==> config.mk <==
export PLATFORM = sky130hd
export DESIGN_NAME = ftp_reply_framer_core
export DESIGN_NICKNAME = d
export VERILOG_FILES = /design/src/design/ftprf_pkg.sv /design/src/design/ftp_reply_framer_core.sv
export SDC_FILE = /design/constraint.sdc
export NUM_CORES = 1
export LEC_CHECK = 0
export ABC_AREA = 1
export ABC_CLOCK_PERIOD_IN_PS = 2600
export BUFFER_PORTS_ARGS = -buffer_cell sky130_fd_sc_hd__buf_2
export CELL_PAD_IN_SITES_DETAIL_PLACEMENT = 0
export CELL_PAD_IN_SITES_GLOBAL_PLACEMENT = 1
export CORE_MARGIN = 2
export CORE_UTILIZATION = 40
export CTS_CLUSTER_SIZE = 8
export DETAILED_ROUTE_END_ITERATION = 7
export PLACE_DENSITY_LB_ADDON = 0.1
export SLEW_MARGIN = 0
export SYNTH_ARGS = -nofsm -noshare
export SYNTH_HDL_FRONTEND = slang
export SYNTH_SLANG_ARGS = --single-unit
==> constraint.sdc <==
create_clock -name clock -period 2.6 [get_ports clock]
set_clock_uncertainty 0.05 [all_clocks]
set_input_delay 0.26 -clock clock [delete_from_list [all_inputs] [get_ports clock]]
set_output_delay 0.26 -clock clock [all_outputs]
set_load 0.05 [all_outputs]
==> src/design/ftprf_pkg.sv <==
// ----------------------------------------------------------------------------
// FTP reply framer package
// Payload types and character constants for the reply framer.
// ----------------------------------------------------------------------------
package ftprf_pkg;

   typedef struct packed {
      logic [7:0] rx_byte;
      logic       chunk_end;
   } req_type;

   typedef struct packed {
      logic [9:0] reply_code;
      logic       unframed;
   } rsp_type;

   localparam logic [7:0] CHAR_ZERO    = 8'h30;
   localparam logic [7:0] CHAR_NINE    = 8'h39;
   localparam logic [7:0] CHAR_SPACE   = 8'h20;
   localparam logic [7:0] CHAR_NEWLINE = 8'h0A;
   localparam logic [7:0] CHAR_UPPER_U = 8'h55;
   localparam logic [7:0] CHAR_LOWER_N = 8'h6E;
   localparam logic [7:0] CHAR_LOWER_U = 8'h75;
   localparam logic [7:0] CHAR_LOWER_F = 8'h66;

   localparam logic [9:0] QUIRK_CODE   = 10'd550;
   localparam logic [9:0] MAX_CODE     = 10'd999;
   localparam logic [5:0] QUIRK_OFS_0  = 6'd4;
   localparam logic [5:0] QUIRK_OFS_1  = 6'd5;
   localparam logic [5:0] QUIRK_OFS_2  = 6'd28;
   localparam logic [5:0] QUIRK_OFS_3  = 6'd33;
   localparam logic [5:0] FOUND_START  = 6'd4;
   localparam logic [5:0] OFS_MAX      = 6'd63;
   localparam logic [3:0] HITS_ALL     = 4'hF;
   localparam logic [1:0] LEAD_LEN     = 2'd3;
   localparam logic [2:0] LINE_SEP_POS = 3'd3;
   localparam logic [2:0] LINE_PAST    = 3'd4;

endpackage

==> src/design/ftp_reply_framer_core.sv <==
// ----------------------------------------------------------------------------
// FTP reply framer core
// A result is registered into the output register, or the skid register.
// Throughput 1 byte per cycle unless the skid entry is full (req_ready low).
// Synchronous active-high reset clears state, buffer, sets quirk_enable to 1.
// ----------------------------------------------------------------------------
module ftp_reply_framer_core (
   input  logic              clock,
   input  logic              reset,
   input  logic              req_valid,
   output logic              req_ready,
   input  ftprf_pkg::req_type req_data,
   output logic              rsp_valid,
   input  logic              rsp_ready,
   output ftprf_pkg::rsp_type rsp_data,
   input  logic              csr_wr_en,
   input  logic              csr_wr_data
);
   import ftprf_pkg::*;

   logic       quirk_enable_ff;
   logic [1:0] lead_count_ff, lead_count_in;
   logic       lead_all_digits_ff, lead_all_digits_in;
   logic       in_first_chunk_ff, in_first_chunk_in;
   logic [2:0] line_offset_ff, line_offset_in;
   logic [9:0] line_digits_ff, line_digits_in;
   logic       line_digits_ok_ff, line_digits_ok_in;
   logic       pending_valid_ff, pending_valid_in;
   logic [9:0] pending_code_ff, pending_code_in;
   logic       found_valid_ff, found_valid_in;
   logic [9:0] found_code_ff, found_code_in;
   logic [5:0] found_offset_ff, found_offset_in;
   logic [3:0] found_hits_ff, found_hits_in;

   logic       out_valid_ff, out_valid_in;
   rsp_type    out_data_ff, out_data_in;
   logic       skid_valid_ff, skid_valid_in;
   rsp_type    skid_data_ff, skid_data_in;

   logic       accept;
   logic       pop;
   logic       is_digit;
   logic       is_newline;
   logic [3:0] digit_value;
   logic       do_clear;
   logic       res_valid;
   rsp_type    res_data;

   assign accept      = req_valid && req_ready;
   assign pop         = out_valid_ff && rsp_ready;
   assign req_ready   = !skid_valid_ff;
   assign rsp_valid   = out_valid_ff;
   assign rsp_data    = out_data_ff;
   assign is_digit    = (req_data.rx_byte >= CHAR_ZERO) && (req_data.rx_byte <= CHAR_NINE);
   assign is_newline  = (req_data.rx_byte == CHAR_NEWLINE);
   assign digit_value = req_data.rx_byte[3:0];

   always_comb begin
      lead_count_in      = lead_count_ff;
      lead_all_digits_in = lead_all_digits_ff;
      in_first_chunk_in  = in_first_chunk_ff;
      line_offset_in     = line_offset_ff;
      line_digits_in     = line_digits_ff;
      line_digits_ok_in  = line_digits_ok_ff;
      pending_valid_in   = pending_valid_ff;
      pending_code_in    = pending_code_ff;
      found_valid_in     = found_valid_ff;
      found_code_in      = found_code_ff;
      found_offset_in    = found_offset_ff;
      found_hits_in      = found_hits_ff;
      do_clear           = 1'b0;
      res_valid          = 1'b0;
      res_data.reply_code = '0;
      res_data.unframed   = 1'b0;

      if (accept) begin
         if (in_first_chunk_ff && (lead_count_ff < LEAD_LEN)) begin
            lead_all_digits_in = lead_all_digits_ff && is_digit;
            lead_count_in      = lead_count_ff + 2'd1;
         end

         if (pending_valid_ff) begin
            found_valid_in   = 1'b1;
            found_code_in    = pending_code_ff;
            pending_valid_in = 1'b0;
            pending_code_in  = '0;
            found_offset_in  = FOUND_START;
            found_hits_in    = '0;
         end else if (found_valid_ff && (found_offset_ff < OFS_MAX)) begin
            found_offset_in = found_offset_ff + 6'd1;
         end
         if (found_valid_in) begin
            if (found_offset_in == QUIRK_OFS_0 && req_data.rx_byte == CHAR_UPPER_U)
               found_hits_in[0] = 1'b1;
            if (found_offset_in == QUIRK_OFS_1 && req_data.rx_byte == CHAR_LOWER_N)
               found_hits_in[1] = 1'b1;
            if (found_offset_in == QUIRK_OFS_2 && req_data.rx_byte == CHAR_LOWER_U)
               found_hits_in[2] = 1'b1;
            if (found_offset_in == QUIRK_OFS_3 && req_data.rx_byte == CHAR_LOWER_F)
               found_hits_in[3] = 1'b1;
         end

         if (line_offset_ff < LINE_SEP_POS) begin
            if (is_digit && line_digits_ok_ff) begin
               line_digits_in = (line_digits_ff << 3) + (line_digits_ff << 1)
                              + {6'd0, digit_value};
            end else begin
               line_digits_ok_in = 1'b0;
            end
            line_offset_in = line_offset_ff + 3'd1;
         end else if (line_offset_ff == LINE_SEP_POS) begin
            if (line_digits_ok_ff && (req_data.rx_byte == CHAR_SPACE || is_newline)) begin
               pending_valid_in = 1'b1;
               pending_code_in  = line_digits_ff;
            end
            line_offset_in = LINE_PAST;
         end
         if (is_newline) begin
            line_offset_in    = '0;
            line_digits_in    = '0;
            line_digits_ok_in = 1'b1;
         end

         if (req_data.chunk_end) begin
            if (is_newline && found_valid_in) begin
               do_clear = 1'b1;
               if (!(found_code_in == QUIRK_CODE && quirk_enable_ff
                     && found_hits_in == HITS_ALL)) begin
                  res_valid           = 1'b1;
                  res_data.reply_code = found_code_in;
               end
            end else if (in_first_chunk_ff && lead_count_in == LEAD_LEN
                         && !lead_all_digits_in) begin
               do_clear          = 1'b1;
               res_valid         = 1'b1;
               res_data.unframed = 1'b1;
            end else begin
               in_first_chunk_in = 1'b0;
            end
         end

         if (do_clear) begin
            lead_count_in      = '0;
            lead_all_digits_in = 1'b1;
            in_first_chunk_in  = 1'b1;
            line_offset_in     = '0;
            line_digits_in     = '0;
            line_digits_ok_in  = 1'b1;
            pending_valid_in   = 1'b0;
            pending_code_in    = '0;
            found_valid_in     = 1'b0;
            found_code_in      = '0;
            found_offset_in    = '0;
            found_hits_in      = '0;
         end
      end
   end

   always_comb begin
      out_valid_in  = out_valid_ff;
      out_data_in   = out_data_ff;
      skid_valid_in = skid_valid_ff;
      skid_data_in  = skid_data_ff;
      if (pop) begin
         out_valid_in  = skid_valid_ff;
         out_data_in   = skid_data_ff;
         skid_valid_in = 1'b0;
      end
      if (res_valid) begin
         if (out_valid_in) begin
            skid_valid_in = 1'b1;
            skid_data_in  = res_data;
         end else begin
            out_valid_in = 1'b1;
            out_data_in  = res_data;
         end
      end
   end

   always_ff @(posedge clock) begin
      if (reset) begin
         quirk_enable_ff    <= 1'b1;
         lead_count_ff      <= '0;
         lead_all_digits_ff <= 1'b1;
         in_first_chunk_ff  <= 1'b1;
         line_offset_ff     <= '0;
         line_digits_ff     <= '0;
         line_digits_ok_ff  <= 1'b1;
         pending_valid_ff   <= 1'b0;
         pending_code_ff    <= '0;
         found_valid_ff     <= 1'b0;
         found_code_ff      <= '0;
         found_offset_ff    <= '0;
         found_hits_ff      <= '0;
         out_valid_ff       <= 1'b0;
         skid_valid_ff      <= 1'b0;
      end else begin
         if (csr_wr_en) begin
            quirk_enable_ff <= csr_wr_data;
         end
         lead_count_ff      <= lead_count_in;
         lead_all_digits_ff <= lead_all_digits_in;
         in_first_chunk_ff  <= in_first_chunk_in;
         line_offset_ff     <= line_offset_in;
         line_digits_ff     <= line_digits_in;
         line_digits_ok_ff  <= line_digits_ok_in;
         pending_valid_ff   <= pending_valid_in;
         pending_code_ff    <= pending_code_in;
         found_valid_ff     <= found_valid_in;
         found_code_ff      <= found_code_in;
         found_offset_ff    <= found_offset_in;
         found_hits_ff      <= found_hits_in;
         out_valid_ff       <= out_valid_in;
         skid_valid_ff      <= skid_valid_in;
      end
   end

   always_ff @(posedge clock) begin
      out_data_ff  <= out_data_in;
      skid_data_ff <= skid_data_in;
   end

endmodule

==> out/metrics.csv, run 1 <==
metric;value;unit
status;completed;
r2r-start;lead_count_ff[0];
routedWlPerCell;13.7;um
ys_types;48;
p_total;3170;uW
gp_congestion;0.823;
fin_crit;2310;ps
worstSetupStartpointType;flip-flop;
nNetsFinal;695;
ys.flop_type;dfxtp_1;
avgSynthCellArea;7.04;um2
numPortBuffers;27;
synth_area_leaders;dfxtp_1 (29%), nand2_1 (14%), edfxtp_1 (7.5%);
crit_slowest_cell;dfxtp_1;
cts_tree;done;
vias_per_cell;4.89;
fp.coreArea;10800;um2
p_leak;0.00217;uW
overflow;0;
hold_path_class;input pin to flip-flop;
netlist_area;4410;um2
worst-path-buf-inv;2;
max_stage_delay;340;ps
grt_pass1_wl;18.2;mm
final-seq-area;1620;um2
grtUsageTotal;20.1;%
finalHoldViolCount;0;
min_path_cells;2;
grt_start_max_net_pins;39;
num_rows;38;
cts_made_buffers;9;
postCtsHoldBufs;0;
drc;0;
peakVddDrop;0.371;mV
drv_cap;0;
finalCritPeriodShare;88.9;%
antenna_found_initial;0;
h-tree-depth;3;
die_w;109;um
drive_above_1_share;16.7;%
yosysTopAreaCellShare;29.1;%
pre_cts_slack;134;ps
yosysSeqAreaShare;36.6;%
yosysTopAreaCell;dfxtp_1;
synthCells;626;
hp-start;csr_wr_en;
via_count;3936;
layout_setup_ws;289;ps
critPathKind;flip-flop to flip-flop;
dp_hpwl;8.08;mm
rrSetupSlack;290;ps
cts-root-buf;clkbuf_8;
io_pins;28;
die_h;109;um
rsz0062_at_grt;no;
initial_utilization;40.8;%
worst_pin_slew;628;ps
crit_path_cell_trace;ha_1, inv_1, nand2_1, xnor2_1, nand2_1, nor2_1, nand2_1, nand2_1, nand2_2, nand2_4, nor2_1, a31oi_1, nand2_1, inv_1, nand2_1, nand2_1, nor2_1;
area_growth;13.7;%
mostFrequentLayoutCells;nand2_1 (166), inv_1 (70), nor2_1 (62), dfxtp_1 (60), a21oi_1 (45);
ys_warn_count;0;
drv_slew;0;
path_clk_slew;80;ps
synth-edff-count;11;
setup_viol;0;
crit_family;simple AND/OR/NAND/NOR gates;
relSlewSlack;58.0;%
tns;0;ps
worst-r2r-cell-count;17;
cp.arrival;2530;ps
multiInputGateArea;2440;um2
antenna_cells;0;
crit_top_cell;nand2_1;
ys_ff_latch;75;
first_global_vias;3616;
powerDensity;632;nW/um2
wirelength;11.0;mm
async_reset_ff_share;0;%
cp-end-kind;flip-flop;
max_freq;433;MHz
post_dp_cell_area;4740;um2
die-area;11900;um2
hold_path_end;quirk_enable_ff;
clk_latency;370;ps
cp.required;2810;ps
synthesis.nets;661;
drtPass1Iterations;4;
final_common_cell;nand2_1;
crit_fanout;8;
nFillCells;1142;
clk_path_buf_depth;2;
postLayoutCellArea;5010;um2
drtAntennaViolNets;0;
cts_sinks;75;
reg2reg_to;line_digits_ff[2];
drt_iter0_markers;268;
==> synth_stat cells, types with 2 or more instances <==
| cell type | n |
|---|---|
| nand2_1 | 166 |
| inv_1 | 70 |
| dfxtp_1 | 64 |
| nor2_1 | 62 |
| a21oi_1 | 45 |
| nand3_1 | 37 |
| o21ai_0 | 25 |
| ha_1 | 18 |
| edfxtp_1 | 11 |
| nor3_1 | 11 |
| clkbuf_1 | 10 |
| nor2_2 | 9 |
| nand4_1 | 8 |
| a31oi_1 | 7 |
| buf_2 | 7 |
| nand2_2 | 7 |
| mux2i_1 | 6 |
| o21ai_1 | 6 |
| o21ai_2 | 6 |
| mux2_2 | 5 |
| xnor2_1 | 4 |
| inv_2 | 3 |
| o211ai_1 | 3 |
| or2_2 | 3 |
| buf_4 | 2 |
| buf_6 | 2 |
| fa_1 | 2 |
| nand2_4 | 2 |
| nand3_2 | 2 |
| nor2_4 | 2 |
| nor4_1 | 2 |
| o22ai_1 | 2 |
| xor2_1 | 2 |
==> per-layer routing <==
metal | vias up | share of wire, % | global-route usage [%]
met5 | - | 0 | 0
met4 | 0 | 2.0 | 7.78
met3 | 15 | 2.8 | 3.11
met2 | 50 | 46 | 31.9
met1 | 1771 | 49 | 27.3
li1 | 2100 | - | -
==> area by class of cell <==
cell class	count	area share [%]
clock buffers	12	2.90
clock inverters	4	1.50
inverters	73	5.47
multi-input cells	456	48.7
flip-flops and latches	75	32.3
well taps	140	3.50
repair buffers	45	5.65
==> flip-flops by register name (all words and copies together) (netlist names) <==
register and flops:
found_code_ff 10, found_hits_ff 4, found_offset_ff 6, found_valid_ff 1, in_first_chunk_ff 1, lead_all_digits_ff 1, lead_count_ff 2, line_digits_ff 10
line_digits_ok_ff 1, line_offset_ff 3, pending_code_ff 10, pending_valid_ff 1, quirk_enable_ff 1, rsp_data 11, rsp_valid 1, skid_data_ff 11
skid_valid_ff 1
==> logic make-up (layout without fill, tap and decap cells) <==
kind of cell / Yosys count / count (layout) / synth area share (%)
adders and majority gates: 20 / 20 / 6.02
DFF: 75 / 75 / 36.6
muxes: 11 / 11 / 2.64
and+or+nand+nor: 318 / 318 / 31.6
xor gates and xnor gates: 6 / 6 / 1.19
AOI/OAI and AO/OA: 101 / 101 / 13.2
buffers and inverters: 95 / 134 / 8.80
==> metrics by stage <==
step | hold slack [ps] | std cells | utilization [%]
floorplan | 310 | 626 | -
global placement | 400 | 788 | 43.9
detailed placement | 408 | 788 | 43.9
CTS | 19.2 | 804 | 46.0
global route | 31.5 | 805 | 46.4
finish | 39.6 | 805 | 46.4
==> worst max-delay path by stage <==
stage / startpoint / to / slack (ps) / cells past startpoint
floorplan: found_offset_ff[0] / skid_data_ff[0] / 320 / 15
global placement: req_data[4] / line_digits_ff[8] / 140 / 12
detailed placement: req_data[4] / line_digits_ff[8] / 130 / 12
CTS: found_offset_ff[1] / rsp_data[2] / 190 / 17
global route: found_offset_ff[1] / rsp_data[2] / 20 / 19
finish: lead_count_ff[0] / line_digits_ff[2] / 290 / 17
==> what timing repair did <==
action                                  4_1_cts  5_1_grt
buffers inserted                              0        1
gates resized for setup                       0       12
endpoints found under the setup margin        0       37
==> power by group <==
group	total, uW	leakage, uW	switching, uW	internal [uW]
logic	796	0.00146	556	240
clock network	1040	0.000103	467	568
registers	1340	0.000607	58.8	1280
No activity file was read; power rests on OpenSTA's default activity.
==> run 2: changes to the inputs <==
--- a/config.mk
+++ b/config.mk
@@ -6,7 +6,7 @@
 export NUM_CORES = 1
 export LEC_CHECK = 0
 export ABC_AREA = 1
-export ABC_CLOCK_PERIOD_IN_PS = 2600
+export ABC_CLOCK_PERIOD_IN_PS = 2000
 export BUFFER_PORTS_ARGS = -buffer_cell sky130_fd_sc_hd__buf_2
 export CELL_PAD_IN_SITES_DETAIL_PLACEMENT = 0
 export CELL_PAD_IN_SITES_GLOBAL_PLACEMENT = 1
==> constraint.sdc (replaced) <==
create_clock -name clock -period 2 [get_ports clock]
set_clock_uncertainty 0.05 [all_clocks]
set_input_delay 0.5 -clock clock [delete_from_list [all_inputs] [get_ports clock]]
set_output_delay 0.5 -clock clock [all_outputs]
set_load 0.05 [all_outputs]
==> run 2 against run 1 <==
  * The flow now finishes with violations (setup timing)
  * Critical path depth unchanged
  * Largest cell class unchanged
  * Sequential power up 30%
  * Final area up 34%
  * Sequential share of layout area down 7.7 points
  * Power up 37%
  * Critical path type unchanged
==> out/metrics.csv, run 2 (synthesis gave the netlist of run 1 again) <==
metric;value;unit
grtUsageTotal;21.9;%
wirelength;12.8;mm
antenna_cells;0;
worst-r2r-cell-count;17;
fin_crit;2210;ps
cts_sinks;75;
fp.coreArea;10800;um2
rsz0062_at_grt;yes;
drtPass1Iterations;4;
antenna_found_initial;0;
worst-path-buf-inv;4;
setup_viol;82;
powerDensity;648;nW/um2
peakVddDrop;0.695;mV
max_freq;453;MHz
finalCritPeriodShare;110;%
nNetsFinal;807;
clk_latency;370;ps
grt_pass1_wl;20.1;mm
dp_hpwl;8.59;mm
drc;0;
critPathKind;flip-flop to flip-flop;
post_dp_cell_area;5480;um2
num_rows;38;
status;finished, violations left;
p_leak;0.00296;uW
worstSetupStartpointType;flip-flop;
placed_cells;872;
hold_ws;282;ps
vias_per_cell;4.97;
crit_fanout;5;
reg2reg_to;skid_data_ff[4];
cts_made_buffers;9;
drive_above_1_share;47.1;%
gp_congestion;0.797;
io_pins;28;
mostFrequentLayoutCells;nand2_1 (116), buf_4 (106), inv_1 (60), nor2_1 (56), dfxtp_1 (51);
max_stage_delay;370;ps
worst_pin_slew;638;ps
tns;-10440;ps
crit_family;simple AND/OR/NAND/NOR gates;
cp.required;2050;ps
hold_path_end;quirk_enable_ff;
final_common_cell;nand2_1;
finalHoldViolCount;0;
rrSetupSlack;-210;ps
cp-end-kind;flip-flop;
drt_iter0_markers;283;
drtAntennaViolNets;0;
overflow;0;
finalNonFillerCells;917;
numPortBuffers;27;
cp.arrival;2250;ps
first_global_vias;4296;
path_clk_slew;90;ps
hp-start;csr_wr_en;
die_h;109;um
area_growth;51.8;%
h-tree-depth;3;
drv_cap;0;
grt_start_max_net_pins;39;
via_count;4553;
min_path_cells;2;
cts-root-buf;clkbuf_8;
postLayoutCellArea;6690;um2
clk_path_buf_depth;2;
r2r-start;found_offset_ff[0];
hold_path_class;input pin to flip-flop;
violations;setup timing;
initial_utilization;40.8;%
cts_tree;done;
die-area;11900;um2
die_w;109;um
crit_path_cell_trace;ha_4, nand2_4, buf_4, nand4_1, nand2_1, inv_1, nand2_4, and2_1, nand3_1, nand2_2, nand2_1, inv_1, nand2_1, nand2_2, nand2_4, nand2_8, inv_6;
postCtsHoldBufs;0;
pre_cts_slack;-424;ps
drv_slew;0;
routedWlPerCell;14.0;um
crit_slowest_cell;dfxtp_4;
relSlewSlack;57.4;%
layout_setup_ws;-208;ps
run 2: cell types whose count changed in the layout (fill, tap and decap cells not counted), moves of 17 or more:
cell | before | now
a21oi_1 | 45 | 16
a21oi_2 | 1 | 29
buf_4 | 17 | 106
nand2_1 | 166 | 116
nand2_2 | 6 | 37
nand2_4 | 3 | 21
nand3_1 | 37 | 20
nand3_2 | 2 | 19
run 2: layout make-up:
cell class | instances | area [um2]
tap | 140 | 175
fill | 945 | 4110
timing repair inverter | 1 | 8.76
clock buffer | 10 | 138
multi-input combinational | 457 | 3100
timing repair buffer | 155 | 1270
inverter | 73 | 310
clock inverter | 6 | 47.5
sequential | 75 | 1640
run 2: worst reg2reg max path: cells and delay by family (launching register included):
family | cells | cell delay (ps)
DFF | 1 | 370
and+or+nand+nor | 12 | 990
adders and majority gates | 1 | 170
buffers and inverters | 4 | 350
run 2: repair_timing:
action,CTS,global route
setup endpoints to repair,81,82
pin swaps,35,59
setup buffers,14,10
gates cloned,4,3
gates resized for setup,78,129
run 2: routing by layer:
metal	vias up	GRT usage, %	routed length (um)
met5	-	0	0
met4	0	7.33	154
met3	12	3.95	445
met2	63	38.6	6400
met1	2141	26.7	5840
li1	2337	-	-
run 2: worst max path at each step:
stage                             from                 to  slack (ps)  depth (start not counted)
finish              found_offset_ff[0]    skid_data_ff[4]        -210                         17
global placement           req_data[3]  line_digits_ff[8]        -370                         13
floorplan                  req_data[4]  line_digits_ff[8]        -180                         11
detailed placement         req_data[4]  line_digits_ff[9]        -420                         10
global route        found_offset_ff[0]        rsp_data[0]        -380                         20
CTS                   lead_count_ff[0]  line_digits_ff[8]        -160                         16
run 2: where the power goes:
part / switching [uW] / total [uW] / internal (uW)
registers: 79.5 / 1740 / 1660
logic: 889 / 1450 / 565
clock network: 648 / 1140 / 495
total: 1620 / 4340 / 2720
run 2: through the flow:
step | utilization [%] | power (uW)
after floorplan | - | 2590
after global placement | 50.7 | 2910
after detailed placement | 50.7 | 2930
after CTS | 56.4 | 4200
after global routing | 62.0 | 4560
final | 62.0 | 4340
==> run 3: changes to the inputs <==
--- a/config.mk
+++ b/config.mk
@@ -7,7 +7,7 @@
 export LEC_CHECK = 0
 export ABC_AREA = 1
 export ABC_CLOCK_PERIOD_IN_PS = 2000
-export BUFFER_PORTS_ARGS = -buffer_cell sky130_fd_sc_hd__buf_2
+export BUFFER_PORTS_ARGS = -buffer_cell sky130_fd_sc_hd__buf_4
 export CELL_PAD_IN_SITES_DETAIL_PLACEMENT = 0
 export CELL_PAD_IN_SITES_GLOBAL_PLACEMENT = 1
 export CORE_MARGIN = 2
==> run 3 against run 2 <==
  * The run still ends with setup timing left
  * First-iteration DRC count is 34% lower
  * Largest power group unchanged
  * Largest cell class unchanged
  * Clock power up 25%
  * Clock-buffer cell count is 1 lower
  * Final cell count is 0.76% lower
  * Via count down 0.79%
  * Non-clock buffer count is 6 lower
  * Sequential cell count unchanged
==> out/metrics.csv, run 3 (synthesis gave the netlist of run 1 again) <==
metric;value;unit
mostFrequentLayoutCells;buf_4 (125), nand2_1 (117), inv_1 (58), nor2_1 (56), dfxtp_1 (54);
cp.required;2060;ps
relSlewSlack;71.0;%
crit_fanout;8;
routedWlPerCell;14.1;um
p_leak;0.00295;uW
fin_crit;2220;ps
first_global_vias;4319;
critPathKind;flip-flop to flip-flop;
cts_made_buffers;9;
placed_cells;870;
cp.arrival;2270;ps
io_pins;28;
setup_viol;80;
powerDensity;693;nW/um2
hold_path_class;input pin to flip-flop;
drtPass1Iterations;4;
fp.coreArea;10800;um2
violations;setup timing;
final-seq-area;1630;um2
drc;0;
worst-r2r-cell-count;17;
clk_latency;380;ps
antenna_cells;0;
cts-root-buf;clkbuf_8;
vias_per_cell;4.96;
gp_congestion;0.841;
finalCritPeriodShare;111;%
finalNonFillerCells;910;
r2r-start;found_offset_ff[0];
path_clk_slew;90;ps
grt_start_max_net_pins;27;
final_common_cell;buf_4;
finalHoldViolCount;0;
h-tree-depth;3;
worstSetupStartpointType;flip-flop;
nNetsFinal;800;
postLayoutCellArea;6690;um2
cts_tree;done;
numPortBuffers;27;
dp_hpwl;8.81;mm
drt_iter0_markers;186;
multiInputGateArea;3050;um2
via_count;4517;
antenna_found_initial;0;
worst_pin_slew;430;ps
max_freq;451;MHz
die_w;109;um
clk_path_buf_depth;2;
crit_path_end;skid_data_ff[8];
rsz0062_at_grt;yes;
drv_slew;0;
cp-startpoint;found_offset_ff[0];
layout_setup_ws;-216;ps
num_rows;38;
peakVddDrop;0.691;mV
hold_ws;262;ps
cp-end-kind;flip-flop;
tns;-9680;ps
initial_utilization;40.8;%
die_h;109;um
reg2reg_to;skid_data_ff[8];
die-area;11900;um2
overflow;0;
wirelength;12.8;mm
drtAntennaViolNets;0;
p_total;4630;uW
status;finished, violations left;
cts_sinks;75;
post_dp_cell_area;5530;um2
drv_cap;0;
grt_pass1_wl;20.8;mm
area_growth;51.8;%
grtUsageTotal;22.7;%
nFillCells;951;
drive_above_1_share;45.6;%
rrSetupSlack;-220;ps
run 3: routing by layer:
metal	GRT usage [%]	part of all wire [%]
met1	28.8	47
met2	38.6	49
met3	4.96	2.8
met4	6.87	1.2
met5	0	0
run 3: area by class of cell:
cell class                 instances  area share (%)
multi-input combinational        456            45.6
inverter                          73            4.60
sequential                        75            24.4
tap                              140            2.62
clock buffer                       9            1.85
timing repair inverter             1           0.131
timing repair buffer             149            19.2
clock inverter                     7            1.55
run 3: worst min-delay path by stage:
stage / slack (ps) / end / depth (start not counted) / from
detailed placement: 410 / pending_code_ff[2] / 2 / pending_code_ff[2]
CTS: 250 / quirk_enable_ff / 2 / csr_wr_en
floorplan: 390 / lead_all_digits_ff / 2 / lead_all_digits_ff
global route: 250 / quirk_enable_ff / 2 / csr_wr_en
finish: 260 / quirk_enable_ff / 2 / csr_wr_en
global placement: 400 / found_code_ff[9] / 2 / found_code_ff[9]
run 3: timing repair:
item,4_1_cts,5_1_grt
hold buffers,0,0
endpoints found under the setup margin,79,82
resized for setup,87,109
gates cloned,5,0
buffers inserted,15,7
pin swaps,44,51
endpoints found under the hold margin,0,0
run 3: metrics by stage:
| step | worst slack, ps | utilization, % |
|---|---|---|
| final | -216 | 62.0 |
| after floorplan | -182 | - |
| after global routing | -368 | 62.0 |
| after CTS | -176 | 58.0 |
| after detailed placement | -471 | 51.2 |
| after global placement | -404 | 51.2 |
run 3: report_power, final:
group	switching, uW	internal [uW]	total, uW
registers	84.6	1660	1740
logic	871	602	1470
clock network	691	725	1420
run 3: worst max-delay path: stages, from the launching register on:
cell and delay (ps):
dfxtp_4 360, ha_4 180, nand2_2 70, inv_2 40, nand2_4 110, nand3_2 80, nand2_2 80, nand2_2 90
and2_1 140, nand3_1 100, nand2_2 70, nand2_1 60, inv_1 40, nand2_1 60, nand2_2 80, nand2_8 140
nand2_8 90, inv_8 80
